===== config.mk =====
export PLATFORM = sky130hd
export DESIGN_NAME = image_psnr_mae_metric_unit
export DESIGN_NICKNAME = d
export VERILOG_FILES = /design/src/rtl/core/imp_pkg.sv /design/src/rtl/core/imp_front.sv /design/src/rtl/core/imp_fifo.sv /design/src/rtl/core/imp_back.sv /design/src/rtl/core/image_psnr_mae_metric_unit.sv
export SDC_FILE = /design/constraint.sdc
export NUM_CORES = 2
export LEC_CHECK = 0
export ABC_AREA = 1
export BUFFER_PORTS_ARGS = -buffer_cell sky130_fd_sc_hd__buf_4
export CAP_MARGIN = 20
export CORE_UTILIZATION = 45
export CTS_BUF_LIST = sky130_fd_sc_hd__clkbuf_4 sky130_fd_sc_hd__clkbuf_8
export DETAILED_ROUTE_END_ITERATION = 10
export GPL_TIMING_DRIVEN = 0
export PLACE_DENSITY = 0.68
export SLEW_MARGIN = 0
export SYNTH_ARGS = -nofsm -noshare
export SYNTH_HDL_FRONTEND = slang
export SYNTH_SLANG_ARGS = --single-unit

===== constraint.sdc =====
create_clock -name aclk -period 10.1 [get_ports aclk]
set_clock_uncertainty 0.2 [all_clocks]
set_input_delay 2.02 -clock aclk [delete_from_list [all_inputs] [get_ports aclk]]
set_output_delay 2.02 -clock aclk [all_outputs]
set_load 0.02 [all_outputs]

===== src/rtl/core/imp_pkg.sv =====
// Package: item types, finaliser state encoding and fixed constants for the PSNR/MAE meter.
package imp_pkg;

    typedef struct packed {
        logic [7:0] ref_pixel;
        logic [7:0] test_pixel;
        logic       last;
    } in_t;

    typedef struct packed {
        logic [22:0] psnr_db;
        logic [23:0] mae;
        logic [39:0] sq_err_sum;
        logic [31:0] abs_err_sum;
        logic [24:0] pixels;
        logic        identical;
    } out_t;

    typedef enum logic [3:0] {
        ST_IDLE,
        ST_LOAD,
        ST_NORM,
        ST_SQR,
        ST_DLT,
        ST_PMUL,
        ST_PRND,
        ST_DIV,
        ST_OUT
    } back_state_t;

    localparam logic [15:0] PEAK_SQ        = 16'd65025;
    localparam logic [25:0] TEN_LOG10_TWO  = 26'd50504453;
    localparam logic [22:0] PSNR_MAX       = 23'd8388607;
    localparam int          LOG_FRAC_BITS  = 24;

endpackage


===== src/rtl/core/imp_front.sv =====
// Front end: per-item error accumulation, snapshot of the sums on the last item.
module imp_front #(
    parameter int MAX_PIXELS_LOG2 = 24,
    parameter int CW = MAX_PIXELS_LOG2 + 1,
    parameter int AW = MAX_PIXELS_LOG2 + 8,
    parameter int SW = MAX_PIXELS_LOG2 + 16
) (
    input  logic              aclk,
    input  logic              aresetn,
    input  logic              s_valid,
    output logic              s_ready,
    input  imp_pkg::in_t      s_item,
    input  logic              q_full,
    output logic              q_push,
    output logic [SW+AW+CW-1:0] q_data
);

    logic [SW-1:0] sq_reg, sq_next;
    logic [AW-1:0] abs_reg, abs_next;
    logic [CW-1:0] cnt_reg, cnt_next;
    logic [7:0]    diff;
    logic [15:0]   diff_sq;
    logic          acc;
    logic          take;

    assign s_ready = !q_full;
    assign take    = s_valid && s_ready;
    assign diff    = (s_item.ref_pixel > s_item.test_pixel) ?
                     (s_item.ref_pixel - s_item.test_pixel) :
                     (s_item.test_pixel - s_item.ref_pixel);
    assign diff_sq = 16'(diff) * 16'(diff);
    assign acc     = !cnt_reg[CW-1];

    always_comb begin
        sq_next  = sq_reg;
        abs_next = abs_reg;
        cnt_next = cnt_reg;
        if (acc) begin
            sq_next  = sq_reg + SW'(diff_sq);
            abs_next = abs_reg + AW'(diff);
            cnt_next = cnt_reg + CW'(1);
        end
    end

    assign q_push = take && s_item.last;
    assign q_data = {sq_next, abs_next, cnt_next};

    always_ff @(posedge aclk) begin
        if (!aresetn) begin
            sq_reg  <= '0;
            abs_reg <= '0;
            cnt_reg <= '0;
        end else if (take) begin
            if (s_item.last) begin
                sq_reg  <= '0;
                abs_reg <= '0;
                cnt_reg <= '0;
            end else begin
                sq_reg  <= sq_next;
                abs_reg <= abs_next;
                cnt_reg <= cnt_next;
            end
        end
    end

endmodule


===== src/rtl/core/imp_fifo.sv =====
// Two-entry queue carrying image totals from the front end to the finaliser.
module imp_fifo #(
    parameter int WIDTH = 8
) (
    input  logic             aclk,
    input  logic             aresetn,
    input  logic             push,
    input  logic [WIDTH-1:0] push_data,
    input  logic             pop,
    output logic             full,
    output logic             not_empty,
    output logic [WIDTH-1:0] head
);

    logic [WIDTH-1:0] mem_reg [2];
    logic             wp_reg, rp_reg;
    logic [1:0]       cnt_reg;

    assign full      = (cnt_reg == 2'd2);
    assign not_empty = (cnt_reg != 2'd0);
    assign head      = mem_reg[rp_reg];

    always_ff @(posedge aclk) begin
        if (push) begin
            mem_reg[wp_reg] <= push_data;
        end
    end

    always_ff @(posedge aclk) begin
        if (!aresetn) begin
            wp_reg  <= 1'b0;
            rp_reg  <= 1'b0;
            cnt_reg <= 2'd0;
        end else begin
            if (push) begin
                wp_reg <= !wp_reg;
            end
            if (pop) begin
                rp_reg <= !rp_reg;
            end
            if (push && !pop) begin
                cnt_reg <= cnt_reg + 2'd1;
            end else if (pop && !push) begin
                cnt_reg <= cnt_reg - 2'd1;
            end
        end
    end

endmodule


===== src/rtl/core/imp_back.sv =====
// Finaliser: iterative log2 for PSNR, bit-serial divider for MAE, result register.
module imp_back #(
    parameter int MAX_PIXELS_LOG2 = 24,
    parameter int CW = MAX_PIXELS_LOG2 + 1,
    parameter int AW = MAX_PIXELS_LOG2 + 8,
    parameter int SW = MAX_PIXELS_LOG2 + 16
) (
    input  logic                 aclk,
    input  logic                 aresetn,
    input  logic                 q_not_empty,
    input  logic [SW+AW+CW-1:0]  q_head,
    output logic                 q_pop,
    output logic                 m_valid,
    input  logic                 m_ready,
    output imp_pkg::out_t        m_item
);

    localparam int NW  = SW + 32;
    localparam int EW  = $clog2(NW);
    localparam int LW  = EW + imp_pkg::LOG_FRAC_BITS;
    localparam int PW  = LW + 26;
    localparam int NB  = AW + 16;
    localparam int NBW = $clog2(NB + 1);

    imp_pkg::back_state_t state_reg, state_next;

    logic [SW-1:0]  sq_reg;
    logic [AW-1:0]  abs_reg;
    logic [CW-1:0]  cnt_reg;
    logic           ident_reg;
    logic           second_reg;
    logic [NW-1:0]  nrm_reg;
    logic [EW-1:0]  sh_reg;
    logic [31:0]    m_reg;
    logic [23:0]    fr_reg;
    logic [4:0]     step_reg;
    logic [LW-1:0]  ln_reg;
    logic [LW-1:0]  dlt_reg;
    logic [PW-1:0]  prod_reg;
    logic [22:0]    psnr_reg;
    logic [NB-1:0]  num_reg;
    logic [NB-1:0]  quo_reg;
    logic [CW:0]    rem_reg;
    logic [NBW-1:0] bit_reg;
    logic           out_valid_reg;
    imp_pkg::out_t  out_reg;

    logic [63:0]    sqr;
    logic [32:0]    sqr_top;
    logic [LW-1:0]  log_val;
    logic [CW+1:0]  rem_try;
    logic [PW:0]    rnd;
    logic           start, done_log, out_free;

    assign sqr      = 64'(m_reg) * 64'(m_reg);
    assign sqr_top  = sqr[63:31];
    assign log_val  = {EW'(NW - 1) - sh_reg, fr_reg};
    assign rem_try  = {rem_reg, num_reg[NB-1]} - {2'b00, cnt_reg};
    assign rnd      = {1'b0, prod_reg} + (PW + 1)'(33'h080000000);
    assign out_free = !out_valid_reg || m_ready;
    assign done_log = (step_reg == 5'(imp_pkg::LOG_FRAC_BITS - 1));

    always_comb begin
        state_next = state_reg;
        unique case (state_reg)
            imp_pkg::ST_IDLE: if (q_not_empty) state_next = imp_pkg::ST_LOAD;
            imp_pkg::ST_LOAD: state_next = (sq_reg == '0) ? imp_pkg::ST_DIV : imp_pkg::ST_NORM;
            imp_pkg::ST_NORM: if (nrm_reg[NW-1]) state_next = imp_pkg::ST_SQR;
            imp_pkg::ST_SQR: begin
                if (done_log) begin
                    state_next = second_reg ? imp_pkg::ST_DLT : imp_pkg::ST_NORM;
                end
            end
            imp_pkg::ST_DLT:  state_next = imp_pkg::ST_PMUL;
            imp_pkg::ST_PMUL: state_next = imp_pkg::ST_PRND;
            imp_pkg::ST_PRND: state_next = imp_pkg::ST_DIV;
            imp_pkg::ST_DIV:  if (bit_reg == NBW'(NB - 1)) state_next = imp_pkg::ST_OUT;
            imp_pkg::ST_OUT:  if (out_free) state_next = imp_pkg::ST_IDLE;
            default:          state_next = imp_pkg::ST_IDLE;
        endcase
    end

    always_comb begin
        start = (state_reg == imp_pkg::ST_IDLE) && q_not_empty;
        q_pop = start;
    end

    always_ff @(posedge aclk) begin
        if (!aresetn) begin
            state_reg     <= imp_pkg::ST_IDLE;
            out_valid_reg <= 1'b0;
        end else begin
            state_reg <= state_next;
            if (state_reg == imp_pkg::ST_OUT && out_free) begin
                out_valid_reg <= 1'b1;
            end else if (m_ready) begin
                out_valid_reg <= 1'b0;
            end
        end
    end

    always_ff @(posedge aclk) begin
        case (state_reg)
            imp_pkg::ST_IDLE: begin
                sq_reg  <= q_head[SW+AW+CW-1 -: SW];
                abs_reg <= q_head[AW+CW-1 -: AW];
                cnt_reg <= q_head[CW-1:0];
            end
            imp_pkg::ST_LOAD: begin
                ident_reg  <= (sq_reg == '0);
                second_reg <= 1'b0;
                nrm_reg    <= NW'(cnt_reg) * NW'(imp_pkg::PEAK_SQ);
                sh_reg     <= '0;
                psnr_reg   <= imp_pkg::PSNR_MAX;
                num_reg    <= {abs_reg, 16'h0000} + NB'(cnt_reg >> 1);
                quo_reg    <= '0;
                rem_reg    <= '0;
                bit_reg    <= '0;
            end
            imp_pkg::ST_NORM: begin
                if (nrm_reg[NW-1]) begin
                    m_reg    <= nrm_reg[NW-1 -: 32];
                    fr_reg   <= '0;
                    step_reg <= '0;
                end else begin
                    nrm_reg <= {nrm_reg[NW-2:0], 1'b0};
                    sh_reg  <= sh_reg + EW'(1);
                end
            end
            imp_pkg::ST_SQR: begin
                step_reg <= step_reg + 5'd1;
                if (sqr_top[32]) begin
                    m_reg  <= sqr_top[32:1];
                    fr_reg <= {fr_reg[22:0], 1'b1};
                end else begin
                    m_reg  <= sqr_top[31:0];
                    fr_reg <= {fr_reg[22:0], 1'b0};
                end
                if (done_log && !second_reg) begin
                    ln_reg     <= {EW'(NW - 1) - sh_reg,
                                   fr_reg[22:0], sqr_top[32]};
                    second_reg <= 1'b1;
                    nrm_reg    <= NW'(sq_reg);
                    sh_reg     <= '0;
                end
            end
            imp_pkg::ST_DLT:  dlt_reg <= (ln_reg > log_val) ? (ln_reg - log_val) : '0;
            imp_pkg::ST_PMUL: prod_reg <= PW'(dlt_reg) * PW'(imp_pkg::TEN_LOG10_TWO);
            imp_pkg::ST_PRND: begin
                if (rnd[PW:32] > (PW - 31)'(imp_pkg::PSNR_MAX)) begin
                    psnr_reg <= imp_pkg::PSNR_MAX;
                end else begin
                    psnr_reg <= rnd[54:32];
                end
            end
            imp_pkg::ST_DIV: begin
                bit_reg <= bit_reg + NBW'(1);
                num_reg <= {num_reg[NB-2:0], 1'b0};
                if (!rem_try[CW+1]) begin
                    rem_reg <= rem_try[CW:0];
                    quo_reg <= {quo_reg[NB-2:0], 1'b1};
                end else begin
                    rem_reg <= {rem_reg[CW-1:0], num_reg[NB-1]};
                    quo_reg <= {quo_reg[NB-2:0], 1'b0};
                end
            end
            imp_pkg::ST_OUT: begin
                if (out_free) begin
                    out_reg.psnr_db     <= psnr_reg;
                    out_reg.mae         <= 24'(quo_reg);
                    out_reg.sq_err_sum  <= 40'(sq_reg);
                    out_reg.abs_err_sum <= 32'(abs_reg);
                    out_reg.pixels      <= 25'(cnt_reg);
                    out_reg.identical   <= ident_reg;
                end
            end
            default: ;
        endcase
    end

    assign m_valid = out_valid_reg;
    assign m_item  = out_reg;

endmodule


===== src/rtl/core/image_psnr_mae_metric_unit.sv =====
// Top level of the PSNR and mean absolute error meter for 8-bit image pairs.
//  channel | direction | ports                     | item
//  s_      | in        | s_valid s_ready s_item    | reference/test pixel pair, last flag
//  m_      | out       | m_valid m_ready m_item    | PSNR, MAE, sums, count, identical flag
// Pixel pairs are accumulated at one item per cycle; s_ready drops only while
// the two-entry totals queue is full. Each image is finalised in normalise
// shifts (up to 2*MAX_PIXELS_LOG2+79), 24 squaring steps per log2 and a
// division at one quotient bit per cycle, plus any wait on m_ready,
// overlapping the next image. Reset is synchronous, active low, and clears
// sums, queue and the result valid flag.
module image_psnr_mae_metric_unit #(
    parameter int MAX_PIXELS_LOG2 = 24
) (
    input  logic          aclk,
    input  logic          aresetn,
    input  logic          s_valid,
    output logic          s_ready,
    input  imp_pkg::in_t  s_item,
    output logic          m_valid,
    input  logic          m_ready,
    output imp_pkg::out_t m_item
);

    localparam int CW = MAX_PIXELS_LOG2 + 1;
    localparam int AW = MAX_PIXELS_LOG2 + 8;
    localparam int SW = MAX_PIXELS_LOG2 + 16;
    localparam int TW = SW + AW + CW;

    logic          q_full, q_push, q_pop, q_not_empty;
    logic [TW-1:0] q_data, q_head;

    imp_front #(
        .MAX_PIXELS_LOG2(MAX_PIXELS_LOG2), .CW(CW), .AW(AW), .SW(SW)
    ) u_front (
        .aclk(aclk), .aresetn(aresetn),
        .s_valid(s_valid), .s_ready(s_ready), .s_item(s_item),
        .q_full(q_full), .q_push(q_push), .q_data(q_data)
    );

    imp_fifo #(.WIDTH(TW)) u_fifo (
        .aclk(aclk), .aresetn(aresetn),
        .push(q_push), .push_data(q_data), .pop(q_pop),
        .full(q_full), .not_empty(q_not_empty), .head(q_head)
    );

    imp_back #(
        .MAX_PIXELS_LOG2(MAX_PIXELS_LOG2), .CW(CW), .AW(AW), .SW(SW)
    ) u_back (
        .aclk(aclk), .aresetn(aresetn),
        .q_not_empty(q_not_empty), .q_head(q_head), .q_pop(q_pop),
        .m_valid(m_valid), .m_ready(m_ready), .m_item(m_item)
    );

endmodule


=== Word level (Yosys, flattened, before mapping) ===
Memory sizes are Yosys's and may differ from the RTL's. A register that Yosys moved wholly into a read port is not among the register bits.
Index checks and enable logic that the tools add are counted.

* Memories kept: 1
* ROM bits: 0
* Bits in latches: 0
* Logic and storage cells: 148
* Register bits: 639
* Output and inout port bits: 147
* RAM bits: 194

{| class="wikitable"
|+ Memory list
! memory !! words !! bits a word !! rd ports !! clocked after memory_dff !! write ports !! RTL line !! text
|-
| u_fifo.mem_reg || 2 || 97 || 1 || 1 || 1 || imp_fifo.sv:15 || <nowiki>logic [WIDTH-1:0] mem_reg [2];</nowiki>
|}

* Eq/ne operators: 18
* Mux-type cells: 45
* Divide/modulo/power cells: 0
* Add/sub/neg operators: 15
* Bitwise logic cells: 0
* Order comparisons: 3
* Multiply operators: 4
* Shifts and indexed selects: 0
* Reduce and logical (&&, ||, !) cells: 32

{| class="wikitable"
|+ Operators by type and width
! operator !! count
|-
| $pmux W72 S3 || 1
|-
| $mux W72 || 2
|-
| $mux W32 || 4
|-
| $pmux W24 S2 || 2
|-
| $pmux W48 S2 || 1
|-
| $mux W40 || 2
|-
| $mul A32 B32 Y64 || 1
|-
| $pmux W32 S2 || 1
|-
| $add A57 B32 Y58 const B || 1
|-
| $mul A31 B26 Y57 const B || 1
|-
| $pmux W26 S2 || 1
|-
| $mux W25 || 2
|-
| $add A48 B24 Y48 || 1
|-
| $pmux W23 S2 || 1
|-
| $mul A25 B16 Y41 const B || 1
|-
| $add A40 B16 Y40 || 1
|-
| $logic_not A40 Y1 || 1
|-
| $pmux W4 S9 || 1
|-
| $add A32 B8 Y32 || 1
|-
| $gt A31 B31 Y1 || 1
|-
| $sub A31 B31 Y31 || 1
|-
| $sub A27 B25 Y27 || 1
|-
| $gt A26 B23 Y1 const B || 1
|-
| $mux W26 || 1
|-
| 41 further kinds || 86
|}

=== Logic depth before layout (Yosys ltp) ===
* Depth in word-level cells: 8
* Gate-level depth with buffers: 38

=== Cells and area by module ===
Synthesis repeated with hierarchy kept, for this count alone.

* Cells, all modules: 10344
* Area, all modules: 92064.5 µm²

{| class="wikitable"
|+ By module, submodules not included
! module !! area each (µm²) !! instances !! seq. area each (µm²) !! cells each
|-
| imp_back || 74670.4 || 1 || 18087.3 || 8368
|-
| imp_front || 10049.6 || 1 || 1941.9 || 1639
|-
| imp_fifo || 7344.5 || 1 || 5925.7 || 337
|}

=== Worst setup path after synthesis ===
No wires, ideal clock.

* Path type: input to register
* Start: in m_ready
* End: reg u_back.out_reg, in the netlist u_back.m_item[0], enable pin
* Setup slack: 1.191 ns
* Library setup time: 0.651 ns
* Arrival time: 8.059 ns
* Data required time: 9.249 ns
* Buffers on the path: 0
* Stages: 2
* Cell sequence: nor2_1 nor2_1

* Cells in the longest elaborated chain, start to end: 2

{| class="wikitable"
|+ RTL lines
! what !! RTL line !! text
|-
| start: declaration || image_psnr_mae_metric_unit.sv:20 || <nowiki>input logic m_ready,</nowiki>
|-
| $logic_or A1 B1 Y1 || imp_back.sv:60 || <nowiki>assign out_free = !out_valid_reg || m_ready;</nowiki>
|-
| $reduce_and A2 Y1 (no line) || - ||
|-
| end: declaration || imp_back.sv:46 || <nowiki>imp_pkg::out_t out_reg;</nowiki>
|}

Every way passes these cells.
A chain may end at the register's enable or synchronous reset.

=== Worst setup path after layout ===
* Start: reg u_back.m_reg[19]
* End: reg u_back.m_reg[18], data pin

* Cells in the longest elaborated chain, start to end: 3

{| class="wikitable"
|+ RTL lines
! what !! RTL line !! text
|-
| start: declaration || imp_back.sv:34 || <nowiki>logic [31:0] m_reg;</nowiki>
|-
| start signal: assignment || imp_back.sv:122 || <nowiki>m_reg <= nrm_reg[NW-1 -: 32];</nowiki>
|-
| start signal: assignment || imp_back.sv:133 || <nowiki>m_reg <= sqr_top[32:1];</nowiki>
|-
| start signal: assignment || imp_back.sv:136 || <nowiki>m_reg <= sqr_top[31:0];</nowiki>
|-
| $mul A32 B32 Y64 || imp_back.sv:55 || <nowiki>assign sqr = 64'(m_reg) * 64'(m_reg);</nowiki>
|-
| $mux W32 || imp_back.sv:132 || <nowiki>if (sqr_top[32]) begin</nowiki>
|-
| $pmux W32 S2 || imp_back.sv:103 || <nowiki>case (state_reg)</nowiki>
|}

Every way passes these cells.

==> metrics.csv <==
stage,metric,value,unit
clock_network,cts_sinks,899,
finish,fill_cells,18700,
routing,vias,69300,
sta,final-hold-violation-count,0,
floorplanning,dieArea,204000,um^2
finish,drive_gt1_frac,0.0548,
routing,viasPerCell,5.14,
logic_synthesis,ys_seq_area_frac,0.285,
clock_network,cts_buffer_depth,3,
worst_setup_path,crit_required,10470,ps
routing,drt_iter0_drc,5375,
logic_synthesis,synth_cells,10400,
placed_design,dp_hpwl,226000,um
routing,wirelength,272000,um
floorplanning,io_pins,168,
floorplanning,coreArea,200000,um^2
sta,maxSlewHeadroom,0.109,
placed_design,dpl_worst_slack,399,ps
worst_setup_path,worstPathArrival,10260,ps
floorplanning,rows,164,
logic_synthesis,synth_flop_cell,edfxtp_1,
finish,instances_no_fill,13500,
clock_network,cts_setup_buffers,0,
logic_synthesis,synth_top_area_share,0.261,
clock_network,cts_tree,built,
clock_network,clk_pin_slew,50,ps
placed_design,gp_congestion,0.998,
routing,drc,0,
logic_synthesis,yosysUniqueCellTypes,72,
worst_setup_path,cp_common_cell,nand2_1,
logic_synthesis,synth_nets,12300,
worst_setup_path,end_kind,flip-flop,
worst_setup_path,start_kind,flip-flop,
finish,final_common_cell,inv_1,
grt,grt_pass1_vias,71800,
sta,finalMaxSlewViolations,0,
floorplanning,initial_core_util,0.454,
worst_hold_path,worstHoldStart,u_back.quo_reg[23]$_SDFFCE_PN0P_,
worst_hold_path,hold_end,u_back.m_item[121]$_DFFE_PP_,
logic_synthesis,synth_edf_count,793,
routing,wl_per_cell,20.2,um
worst_setup_path,cp_top_family,adder cells,
logic_synthesis,ys_ff_latch,899,
logic_synthesis,yosysTopAreaCell,edfxtp_1,
logic_synthesis,synth.area.top_cells,"edfxtp_1, fa_1, ha_1",
finish,final_cell_mix,"inv_1, nand2_1, fa_1",
worst_setup_path,cp_slowest_cell,buf_1,
worst_setup_path,r2r_end,u_back.m_reg[18]$_DFFE_PP_,
grt,grt_antenna_before_repair,7,
routing,drt-pass1-iter-count,6,
worst_hold_path,hold_depth,0,
finish,largest_register_ff_count,194,
clock_network,cts_buffers,153,
grt,grt_use_total,0.269,
status,status,finished clean,
worst_setup_path,r2r_slack,210,ps
logic_synthesis,synth_warnings,0,
worst_setup_path,critical_path_class,reg2reg,
worst_setup_path,r2r-start,u_back.m_reg[19]$_DFFE_PP_,
sta,timing.final.ws_setup,212,ps
floorplanning,die_w,452,um
logic_synthesis,synth_area,91100,um^2
sta,fin_crit_sh,0.979,
worst_setup_path,crit_fanout,10,
finish,area_growth,9.49,%
logic_synthesis,syn_avg_cell_area,8.80,um^2
logic_synthesis,async_flop_share,0,
clock_network,clock_latency,930,ps
placed_design,dp_cells,13200,
worst_setup_path,path_buf_inv,9,
clock_network,postCtsHoldBufs,0,
sta,setup_viol,0,
routing,ant_nets,0,
job,drv_cap,0,
sta,rsz0062_at_grt,no,
worst_setup_path,max_stage_delay,900,ps
sta,period_minus_slack,9890,ps
clock_network,clockRootBuffer,clkbuf_8,
clock_network,cts_resized,0,
finish,fin_nets,12700,
finish,postLayoutCoreUtil,0.497,
worst_setup_path,rr_worst_depth,32,
worst_hold_path,hold_path.class,reg2reg,
clock_network,cts_max_level,4,
sta,worst_pin_slew,1340,ps
placed_design,port_buffers,167,
sta,fin_setup_tns,0,ps
floorplanning,die_height,452,um
sta,max_freq,101,MHz
grt,grt_pass1_wl,419000,um
grt,grt.overflow.total,0,
grt,grt_start_max_net_pins,64,
how the worst max path moves through the flow:
stage,startpoint,end,slack [ps],depth (start not counted)
after floorplan,m_ready,u_back.m_item[0]$_DFFE_PP_,1190,2
after global placement,m_ready,u_back.m_item[111]$_DFFE_PP_,-2780,3
after detailed placement,u_back.m_reg[18]$_DFFE_PP_,u_back.m_reg[13]$_DFFE_PP_,400,34
after CTS,u_back.m_reg[18]$_DFFE_PP_,u_back.m_reg[13]$_DFFE_PP_,340,34
after global routing,u_back.m_reg[18]$_DFFE_PP_,u_back.m_reg[13]$_DFFE_PP_,20,34
final,u_back.m_reg[19]$_DFFE_PP_,u_back.m_reg[18]$_DFFE_PP_,210,32
Yosys cell counts, drive strengths merged, types with 7 or more instances:
cell type     n
o21ai       228
inv        2540
buf          50
dfxtp       106
a22oi         9
nor4         29
ha          848
nand4        96
nand3       334
edfxtp      793
nor3         96
a21oi       402
xnor2        83
or2          21
a31oi        22
fa         1108
o21a         10
a31o          7
clkbuf      185
and2         10
a21boi       12
and3          7
a21o         28
xor2        164
nand3b        7
o211ai       16
nand2      2432
nor2        609
o21bai       52
a221oi       15
routing by layer:
metal	share of wire	vias to the layer above	GRT usage
met2	0.47	2497	0.447
met5	0.000099	-	0
met4	0.050	4	0.120
li1	-	32600	-
met3	0.071	580	0.0471
met1	0.41	33600	0.345
stage by stage:
step / hold slack (ps) / instance area [um^2]
after global routing: 220 / 99700
after global placement: 204 / 95600
after detailed placement: 206 / 96200
after CTS: 219 / 99700
final: 218 / 99700
after floorplan: 200 / 91100
final cells by class:
type	count	area [um^2]	area share
well taps	2656	3320	0.0333
flip-flops and latches	899	25900	0.260
clock buffers	208	2610	0.0261
diodes	2	5.00	0.0000502
inverters	2545	9570	0.0959
plain buffers	235	1000	0.0100
repair buffers	195	1790	0.0180
multi-input cells	6672	54600	0.548
clock inverters	75	842	0.00844
logic make-up (layout without fill, tap and decap cells):
family / Yosys count / after routing / synth area share
AOI/OAI and AO/OA: 826 / 826 / 0.0513
adders and majority gates: 1956 / 1956 / 0.360
xor gates and xnor gates: 247 / 247 / 0.0239
and+or+nand+nor: 3643 / 3643 / 0.164
other: 0 / 2 / 0
DFF: 899 / 899 / 0.285
buffers and inverters: 2780 / 3258 / 0.116
Power is left out: the tool's default activity adds up to more than one toggle a clock period on the data nets, which glitch-free logic cannot reach.
